File: config.mk
export PLATFORM = sky130hd
export DESIGN_NAME = gcd_sqrt_cell
export DESIGN_NICKNAME = d
export VERILOG_FILES = /design/src/rtl/core/great_circle_distance_assert.svh /design/src/rtl/core/gcd_sqrt_cell.sv
export SDC_FILE = /design/constraint.sdc
export NUM_CORES = 1
export LEC_CHECK = 0
export ABC_AREA = 1
export BUFFER_PORTS_ARGS = -buffer_cell sky130_fd_sc_hd__buf_2
export CORE_MARGIN = 8
export CORE_UTILIZATION = 51
export DETAILED_ROUTE_END_ITERATION = 12
export PLACE_DENSITY_LB_ADDON = 0.25
export SLEW_MARGIN = 5
export SYNTH_ARGS = -nofsm -noshare
export SYNTH_HDL_FRONTEND = slang
export SYNTH_SLANG_ARGS = --single-unit
File: constraint.sdc
create_clock -name clk -period 5.13 [get_ports clk]
set_input_delay 0.7695 -clock clk [delete_from_list [all_inputs] [get_ports clk]]
set_output_delay 0.7695 -clock clk [all_outputs]
set_load 0.05 [all_outputs]
File: src/rtl/core/great_circle_distance_assert.svh
// ---------------------------------------------------------------------------
// Great-circle distance assertion macros
// Shared property forms for the distance pipeline checks.
// ---------------------------------------------------------------------------
`ifndef GREAT_CIRCLE_DISTANCE_ASSERT_SVH
`define GREAT_CIRCLE_DISTANCE_ASSERT_SVH

// same-cycle implication, off during reset
`define GCD_ASSERT_IMP(lbl, ante, cons) \
  lbl: assert property (@(posedge clk) disable iff (rst) (ante) |-> (cons)) \
    else $error("great_circle_distance: implication check failed");

// next-cycle implication, active during reset
`define GCD_ASSERT_NXT(lbl, ante, cons) \
  lbl: assert property (@(posedge clk) (ante) |=> (cons)) \
    else $error("great_circle_distance: next-cycle check failed");

`endif

File: src/rtl/core/gcd_sqrt_cell.sv
// ---------------------------------------------------------------------------
// Square root cell
// One registered step of the bitwise integer square root.
// ---------------------------------------------------------------------------
module gcd_sqrt_cell #(
  parameter int K = 0
) (
  input  logic        clk,
  input  logic        en,
  input  logic [63:0] v_in,
  input  logic [63:0] res_in,
  output logic [63:0] v_out,
  output logic [63:0] res_out
);

  localparam logic [63:0] BITV = 64'd1 << (62 - 2 * K);

  logic [63:0] trial;
  logic [63:0] v_next;
  logic [63:0] res_next;

  always_comb begin
    trial = res_in + BITV;
    if (v_in >= trial) begin
      v_next   = v_in - trial;
      res_next = (res_in >> 1) + BITV;
    end else begin
      v_next   = v_in;
      res_next = res_in >> 1;
    end
  end

  always_ff @(posedge clk) begin
    if (en) begin
      v_out   <= v_next;
      res_out <= res_next;
    end
  end

endmodule

==> metrics.txt, run 1 <==
status complete, no violations; DRC 0; Synth area leader edfxtp_1; final worst-path cycle share 65.9%; Clock Path Buffers 2; Async SR Flop Fraction 0%; Util after Layout slightly above 60%; total negative slack 0 ns; synthesized area per cell roughly 6.4 um2; CTS Buf Count 17; design area 0.0131 mm2; Final Hold Vio Count 0; top_reg_cell synth edfxtp_1; CP Capture Type flip-flop; Worst Path Arrival 3.56 ns; Syn Nets 1907; Worst-Margin Slew 0.766 ns; RSZ-0062 raised after global routing no; Starting Density 52.0%; Hold Crit Class input port to flip-flop; DRT antenna net count 0; core area 0.0211 mm2; Rel. slew slack roughly 49%; Post-CTS Hold Buffers 0; IO Pins 258; synth top area cells edfxtp_1, nand2_1, inv_1, ha_1, nor2_1; Worst-path clk slew 0.07 ns; GP Congestion 0.976; critical path class input port to flip-flop; Rows 53; synthesized area 0.0110 mm2; Synth Area in Compound Gates 2.41%; die area 0.0264 mm2; Die Y ~160 um; CTS tree done; fin crit period ~3.4 ns; initial antenna violation count 0; mux share of post-synthesis cell area 0%; Clock Tree Root clkbuf_16; total track usage between 30% and 40%; DP Area 0.0125 mm2; IO buf count 257; die width 163 um; H-Tree Depth 4; vias in the first global route 11171; largest net degree at the start of global routing 65; Synth top cells by count nand2_1, inv_1, edfxtp_1; # setup viols final 0; XOR/XNOR share of the synthesized area 2.56%; total global routing overflow 0; crit start category input port; Mapped Cells 1712; DR vias roughly 12000; clk sinks 128; WL/cell 18.1 um; Routed WL 41.1 mm; first-pass GRT wire length 62.2 mm; Layout fillers 1989; Ys Warns 0; worst setup path end v_out[28]; DR pass1 iterations 6; Starting DRT DRC Count 1073; DP HPWL between 30 and 40 mm; worst hold slack 0.518 ns; Adder-Cell Fraction of Synth Area around 7.5%; number of flops mapped to enable cells by yosys approximately 130; Area growth, synth to finish 19.3%; Critical Path RT 5.31 ns; largest family of logic cells by synthesized area simple AND/OR/NAND/NOR gates; post-synth top area share 35.1%; Pwr Total just over 4000 uW; Resize count post-CTS 0; # nets final 2173; via/cell ratio 5.09; Max Slew Vio Count 0; post-synthesis sequential area ratio 35.1%; Max Cap Viol 0; Leak Pwr roughly 0.0077 uW; fmax 296 MHz; power density cells 316 mW/mm2; count leader, synth nand2_1; crit-path max FO 64; min-delay src res_in[4]; count of cell types in the netlist 29; total setup buffers inserted after CTS 0; CP startpoint v_in[0]; Synth Area in Simple Gates 37.6%; layout cell share with drive strength beyond 1 16.4%; FF+latch count, synth 128; maximum vdd drop 0.220 mV
==> cells in the final DEF (no fill, tap or decap), types with 4 or more instances in the layout <==
cell type	Yosys	routed
nand2_1	762	762
inv_1	401	401
buf_2	8	256
edfxtp_1	128	128
nor2_1	112	112
nand3_1	79	79
ha_1	64	64
a21oi_1	43	43
xor2_1	30	30
nand4_1	20	20
clkbuf_16	0	17
nand3_2	11	11
nor3_1	7	7
o21ai_0	7	7
nor2_2	7	7
nand2_2	6	6
inv_2	5	5
inv_6	0	5
buf_4	1	4
==> worst max-delay path, stage by stage <==
cell and delay (ns):
buf_2 0.08, inv_1 0.05, ha_1 0.23, fa_1 0.42, inv_1 0.10, nand3_1 0.11, nand2_4 0.12, nand2_2 0.05
nand2_2 0.10, nand2_1 0.08, nand2_2 0.15, nand2_2 0.08, nand3_2 0.08, nand2_2 0.06, nand2_4 0.39, inv_4 0.40
nand2_1 0.17, nand2_1 0.07
==> where the power goes <==
part | leakage (uW) | total [uW] | switching, uW | internal (uW)
Sequential | 0.00125 | 1340 | 33.5 | 1310
Combinational | 0.00623 | 1570 | 1190 | 385
Clock | 0.000266 | 1210 | 540 | 674
Total | 0.00775 | 4130 | 1760 | 2370
==> how the worst min path moves through the flow <==
stage | endpoint | depth (start not counted)
after floorplan | res_out[0] | 0
after global placement | res_out[55] | 1
after detailed placement | res_out[58] | 1
after CTS | res_out[3] | 1
after global routing | res_out[50] | 1
final | res_out[3] | 1
==> flip-flops by register name (all words and copies together) (netlist names) <==
name / cells
res_out: 64
v_out: 64
==> cell families (layout without fill, tap and decap cells) <==
| family | after synthesis | count (layout) |
|---|---|---|
| and+or+nand+nor | 1015 | 1015 |
| buffers and inverters | 420 | 699 |
| DFF | 128 | 128 |
| adders and majority gates | 65 | 65 |
| AOI/OAI and AO/OA | 52 | 52 |
| xor gates and xnor gates | 32 | 32 |
| other | 0 | 1 |
==> area by class of cell <==
cell class	instances	area [um2]	share of cell area [%]
repair buffers	260	1310	10.0
clock inverters	14	131	1.00
multi-input cells	1164	5480	41.9
clock buffers	18	429	3.28
inverters	407	1530	11.7
well taps	275	344	2.63
flip-flops and latches	128	3840	29.4
diodes	1	2.50	0.0191
==> per-layer routing <==
metal	part of all wire [%]	track usage (%)
met5	0	0
met4	2.2	8.92
met3	9.0	6.88
met2	45	49.7
met1	44	40.2
==> metrics by stage <==
| step | cells | setup slack (ns) |
|---|---|---|
| global route | 2266 | 1.55 |
| detailed placement | 2234 | 1.38 |
| floorplan | 1712 | 2.38 |
| CTS | 2266 | 1.83 |
| finish | 2267 | 1.75 |
| global placement | 2234 | 1.48 |
Note: power is estimated with default switching activity, not from simulation.
==> inputs of run 2 (changes only) <==
CORE_UTILIZATION = 50   (was 51)
clock period = 2.97 ns   (was 5.13 ns; I/O delays follow)
==> run 2 against run 1 <==
  * Die area increased by 1.8%
  * Critical endpoint is now v_out[38]
  * Critical path type unchanged
  * Sequential power up 74%
  * Worst hold slack got worse by 0.32 ns
==> metrics.txt, run 2 (synthesis gave the netlist of run 1 again) <==
status complete, no violations; vias in the first global route 11261; most frequent cells in the layout nand2_1, inv_1, buf_2, edfxtp_1, nor2_1; WHS Path Cells 1; CP Capture Type flip-flop; Rel. slew slack 58.2%; Top Registers res_out: 64 flops, v_out: 64 flops; Clock Path Buffers 2; Non-Filler Instances approximately 2300; # setup viols final 0; Leak Pwr 0.00786 uW; total track usage a little under a third; total setup buffers inserted after CTS 0; fin crit period 2.61 ns; layout cell share with drive strength beyond 1 roughly 17%; Starting DRT DRC Count 1032; Final Hold Vio Count 0; power density cells 548 mW/mm2; H-Tree Depth 4; Max Used Layer met5; commonest non-fill, non-tap cell in the layout nand2_1; WL/cell 18.3 um; Hold Crit Class input port to flip-flop; RSZ-0062 raised after global routing no; Rows 54; die width 164 um; # diodes 0; Area growth, synth to finish 21.1%; Routed WL 41.8 mm; M1 WL 18.0 mm; Die Y roughly 160 um; Resize count post-CTS 0; CTS tree done; Starting Density 50.5%; die area 0.0269 mm2; # nets final 2190; DR pass1 iterations 7; CTS Buf Count 17; Worst-Margin Slew 0.627 ns; IO Pins 258; DP HPWL 35.6 mm; Post-CTS Hold Buffers 0; initial antenna violation count 1; Clock Tree Root clkbuf_16; clk sinks 128; Critical Path RT between 3 and 4 ns; critical path class input port to flip-flop; min-delay src res_in[54]; Max Cap Viol 0; first-pass GRT wire length 62.7 mm; via/cell ratio about 5; crit start category input port; DR vias 11602; crit-path max FO 23; IO buf count about 260; largest net degree at the start of global routing 56; final worst-path cycle share 88.0%; GP Congestion 0.967; met3 wire len 4.06 mm; Layout fillers 2000; Util after Layout 61.2%; total global routing overflow 0; maximum vdd drop 0.401 mV; fmax about 380 MHz; core area 0.0217 mm2; DRT antenna net count 0; met2 routed WL 18.2 mm; Worst-path clk slew 0.07 ns; DRC 0; cell count after placement 2256; Min-Delay Endpoint res_out[53]; Max Slew Vio Count 0; Worst Path Arrival 2.90 ns
-- run 2: cell types whose count changed in the layout (fill, tap and decap cells not counted), sizes merged --
cell / previous run / this run
bufinv: 1 / 2
inv: 412 / 411
diode: 1 / 0
buf: 260 / 277
-- run 2: area by class of cell --
type / instances / area [um2] / share of cell area [%]
clock buffers: 18 / 429 / 3.23
clock inverters: 14 / 156 / 1.18
inverters: 407 / 1530 / 11.5
multi-input cells: 1164 / 5480 / 41.3
flip-flops and latches: 128 / 3840 / 29.0
well taps: 280 / 350 / 2.64
repair buffers: 277 / 1480 / 11.1
-- run 2: worst max path at each step --
stage / from / endpoint / slack, ns / cells past startpoint
detailed placement: v_in[0] / v_out[53] / -0.05 / 18
floorplan: v_in[0] / v_out[55] / 0.54 / 18
finish: v_in[0] / v_out[38] / 0.36 / 18
global placement: v_in[0] / v_out[53] / 0.04 / 18
CTS: v_in[0] / v_out[53] / 0.39 / 18
global route: v_in[0] / v_out[53] / 0.24 / 18
-- run 2: through the flow --
step	total power (uW)	hold WS [ns]	cell area, um2	setup slack (ns)	TNS [ns]
detailed placement	5100	0.639	12700	-0.0491	-0.156
floorplan	4260	0.544	11000	0.541	0
CTS	7260	0.186	13300	0.393	0
global route	7570	0.194	13300	0.242	0
finish	7260	0.199	13300	0.357	0
global placement	5040	0.637	12700	0.0378	0
-- run 2: per-layer routing --
metal	track usage, %	up-vias
li1	-	5728
met1	41.2	5226
met2	47.7	580
met3	7.12	66
met4	12.4	2
met5	0	-
-- run 2: power by group --
part	switching, uW	internal [uW]
combinational	2070	704
clock	920	1250
sequential	60.2	2260
-- run 2: worst max-delay path, stage by stage --
cell and delay (ns):
buf_2 0.08, inv_1 0.05, ha_1 0.22, fa_1 0.40, inv_1 0.10, nand3_1 0.12
nand2_4 0.12, nand2_2 0.05, nand2_2 0.10, nand2_1 0.07, nand2_2 0.15, nand2_2 0.08
nand3_2 0.07, nand2_2 0.06, nand2_4 0.08, buf_4 0.33, nand3_1 0.19, nand2_1 0.11
