[src/rtl/core/great_circle_distance_assert.svh]
// ---------------------------------------------------------------------------
// Great-circle distance assertion macros
// Shared property forms for the distance pipeline checks.
// ---------------------------------------------------------------------------
`ifndef GREAT_CIRCLE_DISTANCE_ASSERT_SVH
`define GREAT_CIRCLE_DISTANCE_ASSERT_SVH

// same-cycle implication, off during reset
`define GCD_ASSERT_IMP(lbl, ante, cons) \
  lbl: assert property (@(posedge clk) disable iff (rst) (ante) |-> (cons)) \
    else $error("great_circle_distance: implication check failed");

// next-cycle implication, active during reset
`define GCD_ASSERT_NXT(lbl, ante, cons) \
  lbl: assert property (@(posedge clk) (ante) |=> (cons)) \
    else $error("great_circle_distance: next-cycle check failed");

`endif

[src/rtl/core/gcd_pkg.sv]
// ---------------------------------------------------------------------------
// Great-circle distance package
// Turn constants, CORDIC mode type and elaboration-time constant builders.
// ---------------------------------------------------------------------------
package gcd_pkg;

  typedef enum logic {
    CORDIC_ROTATE,
    CORDIC_VECTOR
  } cordic_mode_t;

  localparam logic [32:0] DEG7_HALF_TURN    = 33'd1800000000;
  localparam logic [32:0] DEG7_FULL_TURN    = 33'd3600000000;
  localparam logic [32:0] DEG7_QUARTER_TURN = 33'd900000000;
  localparam logic [63:0] ONE62             = 64'd1 << 62;
  localparam logic [33:0] DIST_MAX          = 34'h07FFFFFFF;

  // long division, returns {quotient, remainder}
  function automatic logic [127:0] udivmod(input logic [63:0] num, input logic [63:0] den);
    logic [64:0] r;
    logic [63:0] q;
    r = '0;
    q = '0;
    for (int i = 63; i >= 0; i--) begin
      r = {r[63:0], num[i]};
      if (r >= {1'b0, den}) begin
        r = r - {1'b0, den};
        q[i] = 1'b1;
      end
    end
    return {q, r[63:0]};
  endfunction

  function automatic logic [63:0] udiv(input logic [63:0] num, input logic [63:0] den);
    logic [127:0] qr;
    qr = udivmod(num, den);
    return qr[127:64];
  endfunction

  function automatic logic [63:0] umod(input logic [63:0] num, input logic [63:0] den);
    logic [127:0] qr;
    qr = udivmod(num, den);
    return qr[63:0];
  endfunction

  // atan(1/n) at 62 fractional bits by its power series
  function automatic logic [63:0] atan_recip(input logic [63:0] n);
    logic [63:0] p;
    logic [63:0] sum;
    logic [63:0] term;
    p = udiv(ONE62, n);
    sum = '0;
    for (int k = 0; k < 48; k++) begin
      if (p != 0) begin
        term = udiv(p, 64'(2 * k + 1));
        if (k[0]) begin
          sum = sum - term;
        end else begin
          sum = sum + term;
        end
        p = udiv(udiv(p, n), n);
      end
    end
    return sum;
  endfunction

  function automatic logic [63:0] atan62(input int i);
    logic [63:0] r;
    if (i == 0) begin
      r = 64'd4 * atan_recip(64'd5) - atan_recip(64'd239);
    end else begin
      r = atan_recip(64'd1 << (i < 62 ? i : 62));
    end
    return r;
  endfunction

  function automatic logic [63:0] atan_frac(input int i, input int frac);
    return atan62(i) >> (62 - frac);
  endfunction

  function automatic logic [63:0] isqrt_c(input logic [63:0] val);
    logic [63:0] v;
    logic [63:0] res;
    logic [63:0] b;
    v = val;
    res = '0;
    b = 64'd1 << 62;
    for (int i = 0; i < 32; i++) begin
      if (v >= res + b) begin
        v = v - (res + b);
        res = (res >> 1) + b;
      end else begin
        res = res >> 1;
      end
      b = b >> 2;
    end
    return res;
  endfunction

  // inverse CORDIC gain at 62 fractional bits for a given iteration count
  function automatic logic [63:0] kinv62(input int iters);
    logic [63:0] g2;
    logic [63:0] s;
    logic [63:0] q;
    logic [63:0] r;
    g2 = 64'd1 << 60;
    for (int i = 0; i < 64; i++) begin
      if (i < iters) begin
        if (i == 0) begin
          g2 = g2 + g2;
        end else if (2 * i < 64) begin
          g2 = g2 + (g2 >> (2 * i));
        end
      end
    end
    s = isqrt_c(g2);
    q = udiv(ONE62, s);
    r = umod(ONE62, s);
    return (q << 30) + udiv(r << 30, s);
  endfunction

  function automatic logic [63:0] pi62_calc();
    return 64'd4 * atan62(0);
  endfunction

  function automatic logic [63:0] deg_to_rad93_calc();
    logic [63:0] pv;
    logic [63:0] q;
    logic [63:0] r;
    pv = pi62_calc();
    q = udiv(pv, 64'(DEG7_HALF_TURN));
    r = umod(pv, 64'(DEG7_HALF_TURN));
    return (q << 31) + udiv(r << 31, 64'(DEG7_HALF_TURN));
  endfunction

  localparam logic [63:0] PI62  = pi62_calc();
  localparam logic [63:0] D2R93 = deg_to_rad93_calc();

endpackage

[src/rtl/core/gcd_cordic_cell.sv]
// ---------------------------------------------------------------------------
// CORDIC cell
// One registered micro-rotation, rotation or vectoring mode.
// ---------------------------------------------------------------------------
module gcd_cordic_cell #(
  parameter gcd_pkg::cordic_mode_t MODE = gcd_pkg::CORDIC_ROTATE,
  parameter int                    I    = 0,
  parameter int                    W    = 33,
  parameter int                    ZW   = 33,
  parameter logic signed [ZW-1:0]  ATAN = '0
) (
  input  logic                 clk,
  input  logic                 en,
  input  logic signed [W-1:0]  x_in,
  input  logic signed [W-1:0]  y_in,
  input  logic signed [ZW-1:0] z_in,
  output logic signed [W-1:0]  x_out,
  output logic signed [W-1:0]  y_out,
  output logic signed [ZW-1:0] z_out
);

  import gcd_pkg::*;

  logic signed [W-1:0]  dx;
  logic signed [W-1:0]  dy;
  logic                 up;
  logic signed [W-1:0]  x_next;
  logic signed [W-1:0]  y_next;
  logic signed [ZW-1:0] z_next;

  always_comb begin
    dx = y_in >>> I;
    dy = x_in >>> I;
    if (MODE == CORDIC_ROTATE) begin
      up = !z_in[ZW-1];
    end else begin
      up = !(!y_in[W-1] && (y_in != '0));
    end
    if (up) begin
      x_next = x_in - dx;
      y_next = y_in + dy;
      z_next = z_in - ATAN;
    end else begin
      x_next = x_in + dx;
      y_next = y_in - dy;
      z_next = z_in + ATAN;
    end
  end

  always_ff @(posedge clk) begin
    if (en) begin
      x_out <= x_next;
      y_out <= y_next;
      z_out <= z_next;
    end
  end

endmodule

[config.mk]
export PLATFORM = sky130hd
export DESIGN_NAME = gcd_cordic_cell
export DESIGN_NICKNAME = d
export VERILOG_FILES = /design/src/rtl/core/great_circle_distance_assert.svh /design/src/rtl/core/gcd_pkg.sv /design/src/rtl/core/gcd_cordic_cell.sv
export SDC_FILE = /design/constraint.sdc
export NUM_CORES = 1
export LEC_CHECK = 0
export BUFFER_PORTS_ARGS = -buffer_cell sky130_fd_sc_hd__buf_2
export CORE_UTILIZATION = 40
export CTS_CLUSTER_DIAMETER = 40
export DETAILED_ROUTE_END_ITERATION = 12
export PLACE_DENSITY = 0.72
export REMOVE_ABC_BUFFERS = 1
export SLEW_MARGIN = 20
export SYNTH_ARGS = -nofsm -noshare
export SYNTH_HDL_FRONTEND = slang
export SYNTH_SLANG_ARGS = --single-unit
[constraint.sdc]
create_clock -name clk -period 2.65 [get_ports clk]
set_clock_uncertainty 0.05 [all_clocks]
set_input_delay 0.265 -clock clk [delete_from_list [all_inputs] [get_ports clk]]
set_output_delay 0.265 -clock clk [all_outputs]
set_load 0.01 [all_outputs]
==> impl_metrics.py, run 1 <==
metrics = {
    "synth": {
        "yosysTopAreaCell": "edfxtp_1",
        "async_reset_ff_share_pct": 0,
        "synthCells": 997,
        "synthTopCellsByArea": "edfxtp_1, ha_1, a21oi_1",
        "synth_area_mm2": 0.00882,
        "avgSynthCellArea_um2": 8.84,
        "ys_warn_count": 0,
        "ys_ff_latch": 98,
        "seq_area_frac_synth_pct": 33.4,
        "synth_top_area_share_pct": 33.4,
        "synth_ff_type": "edfxtp_1",
        "synthDistinctLibCells": 65,
        "synth-edff-count": 98,
    },
    "floorplanning": {
        "start_util_pct": 41.4,
        "core-area_mm2": 0.0213,
        "die_h_um": 150,
        "placementRows": 53,
        "dieArea_mm2": 0.0226,
        "die_w_um": 150,
        "ios": 200,
    },
    "cts": {
        "htreeDepth": 3,
        "cts_made_buffers": 9,
        "root_buffer": "clkbuf_16",
        "cts_num_sinks": 98,
        "path_clk_slew_ns": 0.07,
        "cts_buffer_depth": 2,
        "cts_tree": "yes",
    },
    "pwr": {
        "ir_worst_vdd_uv": 261,
        "swShare_pct": 35.0,
        "pwr-share-comb_pct": 45.7,
        "pwr-share-seq_pct": 34.6,
        "pwr-share-clk_pct": 19.7,
        "p_per_area_mw_per_mm2": 452,
        "power.leakage_nw": 6.08,
        "power_switching_w": 0.00208,
        "p_int_w": 0.00387,
        "p_total_w": 0.00595,
    },
    "drt": {
        "wl_mm": 31.9,
        "first_pass_iters": 6,
        "vias": 9535,
        "drc": 0,
        "avgViaCountPerCell": 5.46,
        "drtAntennaViolNets": 0,
        "wl_per_cell_um": 18.3,
        "drt_iter0_drc": 729,
    },
    "timing": {
        "fin_crit_sh_pct": 98.9,
        "relSlewSlack_pct": 58.2,
        "hold-worst-slack_ns": 0.0466,
        "setup_viol_count_final": 0,
        "tightest_slew_ns": 0.611,
        "rsz0062_at_grt": "true",
        "finalCriticalPeriod_ns": 2.62,
        "hold_viol": 0,
        "fmax_mhz": 382,
        "slew_viol_final": 0,
        "layout_setup_ws_ns": 0.0298,
    },
    "placement": {
        "dp_hpwl_mm": 26.0,
        "dp_cells": 1718,
        "portBuffers": 199,
        "gp_congestion": 0.995,
        "post-place-ws_ns": -0.596,
    },
    "hold_path": {
        "worstHoldPathType": "primary input to register",
        "hold_start": "z_in[2]",
    },
    "setup_path": {
        "setup.worst_path.start": "x_in[3]",
        "crit_fanout": 6,
        "worst_setup_path_start_kind": "primary input",
        "crit_type": "primary input to register",
        "endpoint_kind": "register",
        "slowest_delay_ns": 0.38,
        "required_ns": 2.68,
        "crit_slowest_cell": "ha_2",
        "path_cells": "buf_2 -> inv_1 -> ha_2 -> buf_4 -> nand3_1 -> o21bai_1 -> a21oi_2 -> o211ai_1 -> a31oi_2 -> nor2b_1 -> nor4_1 -> a311oi_1 -> xor2_1",
        "critPathBufInv": 3,
        "cpLargestDelayFamily": "compound AO/OA/AOI/OAI gates",
        "crit_arrival_ns": 2.65,
    },
    "cells_and_area": {
        "areaGrowthSynthToFinish_pct": 49.3,
        "n_antenna_cell": 0,
        "layout_commonest_cell": "buf_4",
        "drive_gt1_share_pct": 41.5,
        "final_cell_mix": "buf_4, buf_2, a21oi_1",
        "nets": 1676,
        "finalNonFillerCells": 1746,
        "final_util_pct": 61.9,
    },
    "job": {
        "maxCapViolCount": 0,
    },
    "global_route": {
        "first_global_vias": 8730,
        "track_usage_pct": 27.3,
        "grt_overflow": 0,
        "antenna_found_initial": 0,
        "grt_max_degree": 68,
        "grt_pass1_wl_mm": 47.4,
    },
    "status": {
        "outcome": "completed",
    },
}
cells by family (layout without fill, tap and decap cells):
kind of cell | count (synthesis) | count (layout) | synth area share (%)
compound gates | 321 | 321 | 22.7
simple gates | 242 | 242 | 13.6
buf+inv | 147 | 621 | 6.47
fa+ha+maj | 107 | 107 | 15.4
flops | 98 | 98 | 33.4
xor+xnor | 63 | 63 | 6.26
mux | 19 | 19 | 2.16
metal layers:
layer | share of wire, % | GRT usage [%] | vias up
met1 | 47 | 40.9 | 4500
li1 | - | - | 4533
met4 | 1.2 | 5.35 | 0
met2 | 42 | 40.2 | 473
met3 | 10 | 5.42 | 29
met5 | 0 | 0 | -
final timing paths:
kind                     to  slack (ns)  cells after the start
setup / recovery  y_out[30]        0.03                     13
hold / removal     z_out[2]        0.05                      1
power by group through the flow:
stage / registers (W) / clock network, W / logic, W
detailed placement: 0.00210 / 0 / 0.00245
finish: 0.00206 / 0.00117 / 0.00272
global placement: 0.00209 / 0 / 0.00243
floorplan: 0.00221 / 0 / 0.00105
CTS: 0.00206 / 0.00120 / 0.00252
global route: 0.00208 / 0.00126 / 0.00292
registers in the layout, indices dropped and copies added (netlist names):
name,flops
z_out,33
y_out,33
x_out,32
repair_timing:
action / 4_1_cts / 5_1_grt
pin swaps: 15 / 40
buffers inserted: 4 / 11
cloned: 0 / 0
setup endpoints to repair: 30 / 34
gates resized for setup: 40 / 84
hold buffers: 0 / 0
cell usage after synthesis, types with 3 or more instances:
| cell | count |
|---|---|
| inv_2 | 3 |
| o21a_1 | 12 |
| a21boi_0 | 5 |
| nand2_1 | 40 |
| buf_1 | 8 |
| edfxtp_1 | 98 |
| nand4_1 | 18 |
| or3b_2 | 3 |
| inv_1 | 96 |
| buf_2 | 12 |
| nand3b_1 | 3 |
| o211ai_1 | 12 |
| o31ai_1 | 13 |
| nand2b_1 | 13 |
| or4_1 | 4 |
| xnor2_1 | 54 |
| nor2b_1 | 17 |
| a311o_1 | 3 |
| or3_1 | 6 |
| a211oi_1 | 6 |
| fa_1 | 3 |
| mux2i_1 | 19 |
| o2bb2ai_1 | 3 |
| nor3_1 | 22 |
| and2_1 | 4 |
| clkinv_1 | 4 |
| ha_1 | 104 |
| nor4_1 | 9 |
| a31oi_1 | 11 |
| xor2_1 | 9 |
| a2111oi_0 | 4 |
| a211o_1 | 3 |
| nor2_1 | 84 |
| a21oi_1 | 121 |
| nand3_1 | 9 |
| o2111ai_1 | 3 |
| a221oi_1 | 8 |
| a21o_1 | 16 |
| o21bai_1 | 21 |
| o21ai_0 | 59 |
| clkbuf_1 | 23 |
final cells by class:
type / instances / area [µm²]
fillers: 1896 / 8120
inverters: 103 / 389
clock inverters: 5 / 31.3
clock buffers: 9 / 225
repair buffers: 504 / 3350
flip-flops and latches: 98 / 2940
well taps: 275 / 344
multi-input cells: 752 / 5890
metrics by stage:
step                      setup TNS (ns)  area [µm²]
final                                  0       13200
after global routing              -0.314       13200
after detailed placement          -15.74       12200
after floorplan                    -1.63        8630
after CTS                        -0.0754       12700
after global placement            -13.59       12200
(Power assumes the default switching activity.)
==> inputs of run 2 (changes only) <==
==> constraint.sdc (replaced) <==
create_clock -name clk -period 2.3 [get_ports clk]
set_clock_uncertainty 0.05 [all_clocks]
set_input_delay 0.23 -clock clk [delete_from_list [all_inputs] [get_ports clk]]
set_output_delay 0.23 -clock clk [all_outputs]
set_load 0.01 [all_outputs]
==> run 2 against run 1 <==
Effect of this change:
- the run now ends with negative setup slack left
- power rose by 26%
- highest routed layer unchanged
- critical path type unchanged
- largest cell class unchanged
- via count increased by 4.4%
- utilization grew 5.8 points
- die area stayed put
==> impl_metrics.py, run 2 (synthesis results as in run 1) <==
metrics = {
    "status": {
        "outcome": "finished, violations left",
        "failed_checks": "negative setup slack",
    },
    "cts": {
        "cts_num_sinks": 98,
        "cts_buffer_depth": 2,
        "htreeDepth": 3,
        "path_clk_slew_ns": 0.07,
        "root_buffer": "clkbuf_16",
        "cts_tree": "yes",
        "cts_made_buffers": 9,
    },
    "cells_and_area": {
        "layout_commonest_cell": "buf_4",
        "reg.largest.list": "y_out: 33 flops, z_out: 33 flops, x_out: 32 flops",
        "seqCellArea_mm2": 0.00294,
        "final_util_pct": 67.7,
        "final_cell_mix": "buf_4, buf_2, edfxtp_1",
        "fillers": 1643,
        "finalNonFillerCells": 1799,
        "multi_input_area_mm2": 0.00648,
        "drive_gt1_share_pct": 49.0,
        "areaGrowthSynthToFinish_pct": 63.3,
        "nets": 1726,
    },
    "setup_path": {
        "crit_fanout": 3,
        "path_cells": "buf_8 -> inv_4 -> ha_4 -> or3b_4 -> a31oi_4 -> o211ai_1 -> a31oi_4 -> buf_4 -> buf_6 -> buf_6 -> nand4_1 -> a31oi_1 -> nor2_1 -> o21a_1 -> xnor2_1",
        "crit_type": "primary input to register",
        "crit_slowest_cell": "or3b_4",
        "critPathBufInv": 5,
        "crit_arrival_ns": 2.68,
        "required_ns": 2.35,
        "endpoint_kind": "register",
        "worst_setup_path_start_kind": "primary input",
        "cpLargestDelayFamily": "compound AO/OA/AOI/OAI gates",
        "slowest_delay_ns": 0.42,
    },
    "pwr": {
        "power.leakage_nw": 6.50,
        "ir_worst_vdd_uv": 322,
        "p_total_w": 0.00753,
        "p_per_area_mw_per_mm2": 523,
    },
    "global_route": {
        "grt_overflow": 0,
        "grt_max_degree": 68,
        "grtUsageMet3_pct": 5.33,
        "grt.busiest_layer": "met2",
        "first_global_vias": 9291,
        "antenna_found_initial": 1,
        "grt_pass1_wl_mm": 49.5,
        "met2_usage_pct": 44.1,
        "track_usage_pct": 28.5,
        "use_met1_pct": 40.5,
    },
    "floorplanning": {
        "dieArea_mm2": 0.0226,
        "ios": 200,
        "start_util_pct": 41.4,
        "die_w_um": 150,
        "core-area_mm2": 0.0213,
        "die_h_um": 150,
        "placementRows": 53,
    },
    "drt": {
        "wl_mm": 34.3,
        "drt_iter0_drc": 860,
        "first_pass_iters": 5,
        "wl_per_cell_um": 19.0,
        "drc": 0,
        "avgViaCountPerCell": 5.53,
        "vias": 9951,
        "drtAntennaViolNets": 0,
    },
    "timing": {
        "finalCriticalPeriod_ns": 2.63,
        "fin_crit_sh_pct": 115,
        "layout_setup_ws_ns": -0.335,
        "rsz0062_at_grt": "true",
        "hold-worst-slack_ns": 0.00964,
        "hold_viol": 0,
        "tightest_slew_ns": 0.583,
        "slew_viol_final": 0,
        "setup_viol_count_final": 36,
        "fmax_mhz": 380,
        "relSlewSlack_pct": 60.8,
    },
    "hold_path": {
        "worstHoldPathType": "primary input to register",
    },
    "job": {
        "maxCapViolCount": 0,
    },
    "placement": {
        "portBuffers": 199,
        "dp_cells": 1738,
        "gp_congestion": 1.02,
        "post-place-ws_ns": -1.01,
        "dp_hpwl_mm": 25.4,
    },
}
-- run 2: changes by cell type in the layout (fill, tap and decap cells not counted), moves of 6 or more --
cell           before  now
buf_4             301  327
o21ai_2             5   12
dlygate4sd3_1       0    7
a21oi_2             8   26
inv_1              93   87
ha_4               10   19
buf_6               3   27
o21ai_0            47   35
a21oi_1           111   90
buf_2             196  183
ha_1               91   80
-- run 2: path summary, 6_finish.rpt --
kind | from | to | slack (ns) | cells past startpoint
worst max-delay path | x_in[1] | y_out[31] | -0.33 | 15
worst min-delay path | z_in[7] | z_out[7] | 0.01 | 1
-- run 2: repair_timing --
item | 4_1_cts | 5_1_grt
pin swaps | 53 | 82
gates resized for setup | 169 | 135
buffers inserted | 16 | 27
hold buffers | 4 | 3
setup endpoints to repair | 43 | 40
hold endpoints to repair | 4 | 3
-- run 2: routing by layer --
layer | wire [µm] | vias up
met5 | 0 | -
met4 | 765 | 0
met3 | 3470 | 61
met2 | 15200 | 564
met1 | 14800 | 4697
li1 | - | 4629
-- run 2: per-stage QoR --
step                cell area [µm²]  TNS, ns
floorplan                      8630   -11.32
global placement              12400   -31.32
detailed placement            12400   -34.63
CTS                           13600    -4.67
global route                  14400    -8.56
finish                        14400    -6.14
-- run 2: power breakdown --
group,leakage [nW],switching (W),internal [W]
Sequential,0.959,0.0000718,0.00230
Combinational,5.39,0.00188,0.00166
Clock,0.153,0.000662,0.000950
Total,6.50,0.00261,0.00491
-- run 2: cell type report --
cell class / instances / share of cell area (%)
Clock inverter: 7 / 0.617
Sequential cell: 98 / 20.4
Multi-Input combinational cell: 752 / 45.0
Clock buffer: 9 / 1.56
Tap cell: 275 / 2.39
Timing Repair Buffer: 554 / 27.2
Inverter: 103 / 2.75
Antenna cell: 1 / 0.0174
